### src/hdl/rgbcc_pkg.sv
// ----------------------------------------------------------------------------
// rgbcc_pkg
// Shared types and constants of the RGB color matrix and clamp unit.
// ----------------------------------------------------------------------------
package rgbcc_pkg;

  localparam int unsigned COEF_BITS_DEFAULT = 16;
  localparam int unsigned REG_BITS          = 48;
  localparam int unsigned CHANNEL_BITS      = 8;
  localparam int unsigned NUM_ROWS          = 3;
  localparam int unsigned NUM_COLS          = 3;
  localparam int unsigned UNITY_GAIN        = 1000;
  localparam int unsigned CHANNEL_MAX       = 255;

  // Register indexes on the configuration port.
  typedef logic [1:0] cfg_index_t;
  localparam cfg_index_t IDX_RED_ROW   = 2'd0;
  localparam cfg_index_t IDX_GREEN_ROW = 2'd1;
  localparam cfg_index_t IDX_BLUE_ROW  = 2'd2;

  // Divide by UNITY_GAIN through a reciprocal. Only the products of sums from zero
  // up to below CLAMP_LIMIT are used, and the quotient stays exact there.
  localparam int unsigned CLAMP_LIMIT  = (CHANNEL_MAX + 1) * UNITY_GAIN;
  localparam int unsigned DIV_IN_BITS  = 18;
  localparam int unsigned RECIP_BITS   = 19;
  localparam int unsigned RECIP_SHIFT  = 28;
  localparam int unsigned RECIP_MULT   = ((1 << RECIP_SHIFT) + UNITY_GAIN - 1) / UNITY_GAIN;
  localparam int unsigned SCALED_BITS  = DIV_IN_BITS + RECIP_BITS;

  typedef struct packed {
    logic [CHANNEL_BITS-1:0] red_in;
    logic [CHANNEL_BITS-1:0] green_in;
    logic [CHANNEL_BITS-1:0] blue_in;
  } pixel_in_t;

  typedef struct packed {
    logic [CHANNEL_BITS-1:0] red_out;
    logic [CHANNEL_BITS-1:0] green_out;
    logic [CHANNEL_BITS-1:0] blue_out;
  } pixel_out_t;

endpackage

### src/hdl/rgb_color_matrix_clamp_unit.sv
// ----------------------------------------------------------------------------
// rgb_color_matrix_clamp_unit
// 3x3 color correction matrix with divide by 1000 and clamp to 0..255.
// ----------------------------------------------------------------------------
// Pixels enter on the in channel (in_valid_i / in_ready_o / in_pixel_i) and
// leave on the out channel (out_valid_o / out_ready_i / out_pixel_o); a
// transfer happens when valid and ready are both high. Each output channel
// is the dot product of one coefficient row with (r,g,b), divided by 1000
// with truncation toward zero and clamped to 0..255.
// Throughput is one pixel per cycle while the receiver does not stall: the
// front multiplies, a two-entry queue follows, then the back adds, scales
// by a reciprocal multiply and clamps in three register stages.
// Up to six pixels are held inside; when the receiver stalls, the pipeline
// fills and in_ready_o drops once all six places are taken.
// Reset empties the pipeline and loads the identity matrix. The user writes
// rows through cfg_we_i / cfg_index_i / cfg_data_i while the block is idle;
// the block does not enforce this. An index above the last row is ignored.
// ----------------------------------------------------------------------------
module rgb_color_matrix_clamp_unit
  import rgbcc_pkg::*;
#(
  parameter int unsigned COEFFICIENT_BITS = COEF_BITS_DEFAULT
) (
  input  logic                clk_i,
  input  logic                rst_ni,
  input  logic                in_valid_i,
  output logic                in_ready_o,
  input  pixel_in_t           in_pixel_i,
  output logic                out_valid_o,
  input  logic                out_ready_i,
  output pixel_out_t          out_pixel_o,
  input  logic                cfg_we_i,
  input  cfg_index_t          cfg_index_i,
  input  logic [REG_BITS-1:0] cfg_data_i
);

  localparam int unsigned PROD_BITS = COEFFICIENT_BITS + CHANNEL_BITS + 1;
  localparam int unsigned DATA_BITS = NUM_ROWS * NUM_COLS * PROD_BITS;
  localparam int unsigned EXT_BITS  = 64;

  // Unity gain in the diagonal slot of a row, cut to the register width.
  function automatic logic [REG_BITS-1:0] unity_row(input int unsigned slot);
    logic [EXT_BITS-1:0] v;
    v = EXT_BITS'(UNITY_GAIN) << (slot * COEFFICIENT_BITS);
    return v[REG_BITS-1:0];
  endfunction

  logic [REG_BITS-1:0]  row_q [NUM_ROWS];
  logic                 push_valid;
  logic                 push_ready;
  logic [DATA_BITS-1:0] push_data;
  logic                 pop_valid;
  logic                 pop_ready;
  logic [DATA_BITS-1:0] pop_data;

  always_ff @(posedge clk_i or negedge rst_ni) begin
    if (!rst_ni) begin
      row_q[0] <= unity_row(0);
      row_q[1] <= unity_row(1);
      row_q[2] <= unity_row(2);
    end else if (cfg_we_i) begin
      unique case (cfg_index_i)
        IDX_RED_ROW:   row_q[0] <= cfg_data_i;
        IDX_GREEN_ROW: row_q[1] <= cfg_data_i;
        IDX_BLUE_ROW:  row_q[2] <= cfg_data_i;
        default: ;
      endcase
    end
  end

  rgbcc_front #(
    .COEF_BITS (COEFFICIENT_BITS)
  ) u_front (
    .clk_i        (clk_i),
    .rst_ni       (rst_ni),
    .in_valid_i   (in_valid_i),
    .in_ready_o   (in_ready_o),
    .in_pixel_i   (in_pixel_i),
    .row_coef_i   (row_q),
    .push_valid_o (push_valid),
    .push_ready_i (push_ready),
    .push_data_o  (push_data)
  );

  rgbcc_queue #(
    .WIDTH (DATA_BITS)
  ) u_queue (
    .clk_i        (clk_i),
    .rst_ni       (rst_ni),
    .push_valid_i (push_valid),
    .push_ready_o (push_ready),
    .push_data_i  (push_data),
    .pop_valid_o  (pop_valid),
    .pop_ready_i  (pop_ready),
    .pop_data_o   (pop_data)
  );

  rgbcc_back #(
    .COEF_BITS (COEFFICIENT_BITS)
  ) u_back (
    .clk_i       (clk_i),
    .rst_ni      (rst_ni),
    .pop_valid_i (pop_valid),
    .pop_ready_o (pop_ready),
    .pop_data_i  (pop_data),
    .out_valid_o (out_valid_o),
    .out_ready_i (out_ready_i),
    .out_pixel_o (out_pixel_o)
  );

endmodule

### src/hdl/rgbcc_front.sv
// ----------------------------------------------------------------------------
// rgbcc_front
// Accepts pixels and registers the nine coefficient-by-channel products.
// ----------------------------------------------------------------------------
module rgbcc_front
  import rgbcc_pkg::*;
#(
  parameter int unsigned COEF_BITS = COEF_BITS_DEFAULT,
  localparam int unsigned PROD_BITS = COEF_BITS + CHANNEL_BITS + 1,
  localparam int unsigned DATA_BITS = NUM_ROWS * NUM_COLS * PROD_BITS
) (
  input  logic                 clk_i,
  input  logic                 rst_ni,
  input  logic                 in_valid_i,
  output logic                 in_ready_o,
  input  pixel_in_t            in_pixel_i,
  input  logic [REG_BITS-1:0]  row_coef_i [NUM_ROWS],
  output logic                 push_valid_o,
  input  logic                 push_ready_i,
  output logic [DATA_BITS-1:0] push_data_o
);

  localparam int unsigned EXT_BITS =
    (NUM_COLS * COEF_BITS > REG_BITS) ? NUM_COLS * COEF_BITS : REG_BITS;
  localparam int unsigned NUM_PROD = NUM_ROWS * NUM_COLS;

  logic [CHANNEL_BITS-1:0]     chan [NUM_COLS];
  logic signed [PROD_BITS-1:0] prod_d [NUM_PROD];
  logic signed [PROD_BITS-1:0] prod_q [NUM_PROD];
  logic                        valid_q;

  assign chan[0] = in_pixel_i.red_in;
  assign chan[1] = in_pixel_i.green_in;
  assign chan[2] = in_pixel_i.blue_in;

  for (genvar r = 0; r < NUM_ROWS; r++) begin : g_row
    // Coefficient bits above the register read as zero.
    logic [EXT_BITS-1:0] row_ext;
    assign row_ext = EXT_BITS'(row_coef_i[r]);
    for (genvar c = 0; c < NUM_COLS; c++) begin : g_col
      logic signed [COEF_BITS-1:0]  coef;
      logic signed [CHANNEL_BITS:0] chan_s;
      assign coef   = $signed(row_ext[c*COEF_BITS +: COEF_BITS]);
      assign chan_s = $signed({1'b0, chan[c]});
      assign prod_d[r*NUM_COLS+c] = PROD_BITS'(coef) * PROD_BITS'(chan_s);
    end
  end

  assign in_ready_o   = !valid_q || push_ready_i;
  assign push_valid_o = valid_q;

  always_ff @(posedge clk_i or negedge rst_ni) begin
    if (!rst_ni) begin
      valid_q <= 1'b0;
    end else if (in_ready_o) begin
      valid_q <= in_valid_i;
    end
  end

  always_ff @(posedge clk_i) begin
    if (in_valid_i && in_ready_o) begin
      prod_q <= prod_d;
    end
  end

  always_comb begin
    for (int i = 0; i < NUM_PROD; i++) begin
      push_data_o[i*PROD_BITS +: PROD_BITS] = prod_q[i];
    end
  end

endmodule

### src/hdl/rgbcc_queue.sv
// ----------------------------------------------------------------------------
// rgbcc_queue
// Two-entry queue that decouples the front from the back.
// ----------------------------------------------------------------------------
module rgbcc_queue
  import rgbcc_pkg::*;
#(
  parameter int unsigned WIDTH = 8
) (
  input  logic             clk_i,
  input  logic             rst_ni,
  input  logic             push_valid_i,
  output logic             push_ready_o,
  input  logic [WIDTH-1:0] push_data_i,
  output logic             pop_valid_o,
  input  logic             pop_ready_i,
  output logic [WIDTH-1:0] pop_data_o
);

  localparam logic [1:0] DEPTH = 2'd2;

  logic [WIDTH-1:0] mem_q [2];
  logic             wr_ptr_q;
  logic             rd_ptr_q;
  logic [1:0]       count_q;
  logic             push;
  logic             pop;

  assign push_ready_o = (count_q != DEPTH);
  assign pop_valid_o  = (count_q != 2'd0);
  assign pop_data_o   = mem_q[rd_ptr_q];
  assign push         = push_valid_i && push_ready_o;
  assign pop          = pop_valid_o && pop_ready_i;

  always_ff @(posedge clk_i or negedge rst_ni) begin
    if (!rst_ni) begin
      wr_ptr_q <= 1'b0;
      rd_ptr_q <= 1'b0;
      count_q  <= 2'd0;
    end else begin
      if (push) begin
        wr_ptr_q <= !wr_ptr_q;
      end
      if (pop) begin
        rd_ptr_q <= !rd_ptr_q;
      end
      unique case ({push, pop})
        2'b10:   count_q <= count_q + 2'd1;
        2'b01:   count_q <= count_q - 2'd1;
        default: count_q <= count_q;
      endcase
    end
  end

  always_ff @(posedge clk_i) begin
    if (push) begin
      mem_q[wr_ptr_q] <= push_data_i;
    end
  end

endmodule

### src/hdl/rgbcc_back.sv
// ----------------------------------------------------------------------------
// rgbcc_back
// Sums each row, divides by unity gain and clamps; three-stage pipeline.
// ----------------------------------------------------------------------------
module rgbcc_back
  import rgbcc_pkg::*;
#(
  parameter int unsigned COEF_BITS = COEF_BITS_DEFAULT,
  localparam int unsigned PROD_BITS = COEF_BITS + CHANNEL_BITS + 1,
  localparam int unsigned DATA_BITS = NUM_ROWS * NUM_COLS * PROD_BITS
) (
  input  logic                 clk_i,
  input  logic                 rst_ni,
  input  logic                 pop_valid_i,
  output logic                 pop_ready_o,
  input  logic [DATA_BITS-1:0] pop_data_i,
  output logic                 out_valid_o,
  input  logic                 out_ready_i,
  output pixel_out_t           out_pixel_o
);

  localparam int unsigned SUM_BITS = PROD_BITS + 2;

  logic signed [SUM_BITS-1:0] sum_d [NUM_ROWS];
  logic signed [SUM_BITS-1:0] sum_q [NUM_ROWS];
  logic                       neg_d [NUM_ROWS];
  logic                       neg_q [NUM_ROWS];
  logic                       big_d [NUM_ROWS];
  logic                       big_q [NUM_ROWS];
  logic [SCALED_BITS-1:0]     scaled_d [NUM_ROWS];
  logic [SCALED_BITS-1:0]     scaled_q [NUM_ROWS];
  logic [CHANNEL_BITS-1:0]    chan_d [NUM_ROWS];
  pixel_out_t                 pixel_q;

  logic sum_valid_q;
  logic div_valid_q;
  logic out_valid_q;
  logic out_load;
  logic div_load;
  logic sum_load;

  // A stage loads when it is empty or its content moves on this cycle.
  assign out_load    = !out_valid_q || out_ready_i;
  assign div_load    = !div_valid_q || out_load;
  assign sum_load    = !sum_valid_q || div_load;
  assign pop_ready_o = sum_load;

  always_comb begin
    for (int r = 0; r < NUM_ROWS; r++) begin
      sum_d[r] = '0;
      for (int c = 0; c < NUM_COLS; c++) begin
        sum_d[r] = sum_d[r] + SUM_BITS'($signed(
                     pop_data_i[(r*NUM_COLS+c)*PROD_BITS +: PROD_BITS]));
      end
    end
  end

  always_comb begin
    for (int r = 0; r < NUM_ROWS; r++) begin
      neg_d[r]    = sum_q[r][SUM_BITS-1];
      big_d[r]    = (sum_q[r] >= $signed(SUM_BITS'(CLAMP_LIMIT)));
      scaled_d[r] = SCALED_BITS'(sum_q[r][DIV_IN_BITS-1:0]) * SCALED_BITS'(RECIP_MULT);
    end
  end

  // Negative sums truncate to zero or below, so they all clamp to zero.
  always_comb begin
    for (int r = 0; r < NUM_ROWS; r++) begin
      priority if (neg_q[r]) begin
        chan_d[r] = '0;
      end else if (big_q[r]) begin
        chan_d[r] = CHANNEL_BITS'(CHANNEL_MAX);
      end else begin
        chan_d[r] = scaled_q[r][RECIP_SHIFT +: CHANNEL_BITS];
      end
    end
  end

  always_ff @(posedge clk_i or negedge rst_ni) begin
    if (!rst_ni) begin
      sum_valid_q <= 1'b0;
      div_valid_q <= 1'b0;
      out_valid_q <= 1'b0;
    end else begin
      if (sum_load) begin
        sum_valid_q <= pop_valid_i;
      end
      if (div_load) begin
        div_valid_q <= sum_valid_q;
      end
      if (out_load) begin
        out_valid_q <= div_valid_q;
      end
    end
  end

  always_ff @(posedge clk_i) begin
    if (sum_load && pop_valid_i) begin
      sum_q <= sum_d;
    end
    if (div_load && sum_valid_q) begin
      neg_q    <= neg_d;
      big_q    <= big_d;
      scaled_q <= scaled_d;
    end
    if (out_load && div_valid_q) begin
      pixel_q.red_out   <= chan_d[0];
      pixel_q.green_out <= chan_d[1];
      pixel_q.blue_out  <= chan_d[2];
    end
  end

  assign out_valid_o = out_valid_q;
  assign out_pixel_o = pixel_q;

endmodule

### config.mk
export PLATFORM = sky130hd
export DESIGN_NAME = rgb_color_matrix_clamp_unit
export DESIGN_NICKNAME = d
export VERILOG_FILES = /design/src/hdl/rgbcc_pkg.sv /design/src/hdl/rgb_color_matrix_clamp_unit.sv /design/src/hdl/rgbcc_front.sv /design/src/hdl/rgbcc_queue.sv /design/src/hdl/rgbcc_back.sv
export SDC_FILE = /design/constraint.sdc
export NUM_CORES = 2
export LEC_CHECK = 0
export BUFFER_PORTS_ARGS = -buffer_cell sky130_fd_sc_hd__buf_2
export CORE_MARGIN = 5
export CORE_UTILIZATION = 45
export CTS_BUF_LIST = sky130_fd_sc_hd__clkbuf_4
export DETAILED_ROUTE_END_ITERATION = 10
export GPL_TIMING_DRIVEN = 1
export SLEW_MARGIN = 5
export SYNTH_ARGS = -nofsm -noshare
export SYNTH_HDL_FRONTEND = slang
export SYNTH_SLANG_ARGS = --single-unit
### constraint.sdc
create_clock -name clk_i -period 27.3 [get_ports clk_i]
set_input_delay 2.73 -clock clk_i [delete_from_list [all_inputs] [get_ports clk_i]]
set_output_delay 2.73 -clock clk_i [all_outputs]
set_load 0.01 [all_outputs]
==> impl_metrics.toml <==
[run_status]
status = "completed"

[detailed_routing]
via_count = 57200
ant_nets = 0
initialDrtViolationCount = 3192
via_per_inst = 5.09
drc_errors = 0
wirelength_um = 205000
wl_per_cell_um = 18.3
drt_pass1_iterations = 6

[sta]
drv_slew = 0
fmax_mhz = 135
hold_viol = 0
slew_headroom_pct = 10.6
fin_crit_sh_pct = 27.0
holdWs_ps = 408
setup_violations = 0
tns_ps = 0
fin_crit_ps = 7380
rsz0062_at_grt = "false"
fin_skew_ps = 96.5
tightestPinTransition_ps = 1330

[synth]
synth_cells = 8184
yosysWarnings = 0
async_flop_share_pct = 15.8
ys.flop_type = "edfxtp_1"
synth_area_um2 = 90700
yosysUniqueCellTypes = 80
syn-mean-instance-area_um2 = 11.1
ys_seq_area_share_pct = 31.0
synth_edf_count = 810
synth-seq-cells = 962
syn-num-nets = 10400

[clock_network]
cts.sinks = 962
htreeDepth = 5
cts_buffers = 287
cts.path.max_buffers = 4
cts_hold_buf = 0
clockRootBuffer = "clkbuf_4"
cts_tree = "built"
post_cts_buffers = 0
clk_pin_slew_ps = 60
post_cts_resize_count = 0
clock_latency_ps = 1230

[placement]
dp_hpwl_um = 156000
gp_congestion = 0.844
port_buffers = 104

[global_route]
grt_pass1_vias = 59900
grt_pass1_wl_um = 332000
grt_max_degree = 108
grt_antenna_before_repair = 5
grt_use_total_pct = 20.0
overflow = 0

[worst_setup_path]
cp_max_fo = 48
reg2reg_depth = 13
crit_top_cell = "fa_1"
start_kind = "input port"
critPathKind = "in2reg"
max_stage_delay_ps = 840
crit_path_end_kind = "flip-flop"
cp.arrival_ps = 8300
path_cells = "buf_2 -> nand2_1 -> fa_1 -> inv_1 -> fa_1 -> inv_1 -> fa_1 -> fa_1 -> inv_1 -> ha_1 -> nand3_1 -> o211ai_1 -> o41ai_1 -> o21ai_1 -> a21o_1 -> a41oi_1 -> a21oi_1 -> xor2_1"
required_ps = 28220
cpMaxStageDelayCell = "buf_2"

[floorplan]
rows = 164
io_pins = 105
core-area_um2 = 200000
die-area_um2 = 211000
die_y_um = 459
die_w_um = 459
start_util_pct = 45.3

[job]
maxCapViolations = 0

[final_layout]
drive_above_1_share_pct = 11.1
area_growth_pct = 7.52
n_fill_cell = 18300
fin_nets = 10600

[worst_hold_path]
hold_depth = 0
holdCritPathClass = "reg2reg"
cell usage after synthesis, types with 26 or more instances:
master | instances | area (um^2)
inv_1 | 1768 | 6640
fa_1 | 1134 | 22700
ha_1 | 985 | 12300
edfxtp_1 | 810 | 24300
and2_1 | 646 | 4040
nand2_1 | 631 | 2370
mux2_2 | 342 | 3850
nor2_1 | 222 | 833
a21oi_1 | 209 | 1050
clkbuf_1 | 185 | 694
xnor2_1 | 183 | 1600
dfrtp_1 | 134 | 3350
a21o_1 | 101 | 758
xor2_1 | 87 | 762
o21ai_0 | 73 | 365
nand3_1 | 64 | 320
o21ai_1 | 48 | 240
a211oi_1 | 45 | 338
o21bai_1 | 44 | 330
nor3_1 | 38 | 190
nor2b_1 | 34 | 213
o21a_1 | 34 | 255
mux2i_1 | 30 | 300
and3_1 | 28 | 175
a31oi_1 | 26 | 163
nand2b_1 | 26 | 163
critical path: cells and delay by family:
family	cells	cell delay, ps
compound gates	6	1670
buf+inv	4	980
simple gates	2	330
fa+ha+maj	5	2410
xor+xnor	1	150
final timing paths:
check,startpoint,to,slack (ps)
min reg2reg,u_front.push_data_o[163],u_queue.mem_q[0][163],410
max in group asynchronous,rst_ni,row_q[81],23830
max reg2reg,u_queue.rd_ptr_q,u_back.sum_q[78],21020
min in group asynchronous,rst_ni,row_q[31],1530
max,in_pixel_i[0],u_front.push_data_o[148],19920
min,u_front.push_data_o[163],u_queue.mem_q[0][163],410
registers in the layout, summed over array words and instances, names as in the netlist:
register              count
u_back.sum_q             78
u_back.neg_q              3
u_back.scaled_q          24
u_back.sum_valid_q        1
u_back.neg_d              3
u_back.out_valid_o        1
u_queue.wr_ptr_q          1
u_back.div_valid_q        1
u_queue.mem_q           450
u_front.push_data_o     225
u_queue.count_q           2
u_front.push_valid_o      1
u_back.big_q              3
u_back.out_pixel_o       24
u_queue.rd_ptr_q          1
row_q                   144
layer usage:
| metal | up-vias | global-route usage [%] | wire length (um) |
|---|---|---|---|
| li1 | 26900 | - | - |
| met1 | 28900 | 28.2 | 94400 |
| met2 | 1191 | 32.7 | 96800 |
| met3 | 275 | 2.79 | 9070 |
| met4 | 0 | 5.49 | 5070 |
| met5 | - | 0 | 0 |
final cells by class:
type | instances | area [um^2] | share of cell area [%]
Timing Repair Buffer | 131 | 744 | 0.764
Inverter | 1769 | 6640 | 6.81
Antenna cell | 6 | 15.0 | 0.0154
Multi-Input combinational cell | 5245 | 55100 | 56.6
Clock inverter | 68 | 430 | 0.442
Tap cell | 2656 | 3320 | 3.41
Clock buffer | 404 | 3030 | 3.11
Sequential cell | 962 | 28200 | 28.9
per-stage QoR:
step | instances | utilization [%] | worst slack, ps | instance area, um^2
after CTS | 11200 | 48.7 | 20120 | 97500
final | 11200 | 48.7 | 19920 | 97500
after global routing | 11200 | 48.7 | 19720 | 97500
after detailed placement | 10800 | 47.0 | 18770 | 94000
after floorplan | 8184 | - | 16540 | 90700
after global placement | 10800 | 47.0 | 18880 | 94000
placed cells by master (no fill, tap or decap), types with 27 or more instances in the layout:
cell type	Yosys	routed
o21ai_1	48	48
nand2_1	631	631
and3_1	28	27
nor3_1	38	38
inv_1	1768	1768
clkinv_1	0	42
edfxtp_1	810	810
clkbuf_4	0	404
a211oi_1	45	45
nor2b_1	34	34
o21ai_0	73	73
xnor2_1	183	183
nor2_1	222	220
mux2i_1	30	30
xor2_1	87	87
buf_2	0	103
nand3_1	64	64
mux2_2	342	342
a21o_1	101	101
and2_1	646	645
ha_1	985	985
o21bai_1	44	44
fa_1	1134	1134
a21oi_1	209	208
o21a_1	34	34
dfrtp_1	134	133
cells by family after synthesis:
logic type / count (synthesis) / share of synthesized area (%)
mux: 372 / 4.58
buf+inv: 1977 / 8.19
compound gates: 720 / 5.22
simple gates: 1764 / 9.72
xor+xnor: 270 / 2.61
flops: 962 / 31.0
fa+ha+maj: 2119 / 38.6
Power is not shown: default switching activity piles up to over one toggle a cycle in this logic, so the estimate is an artifact.
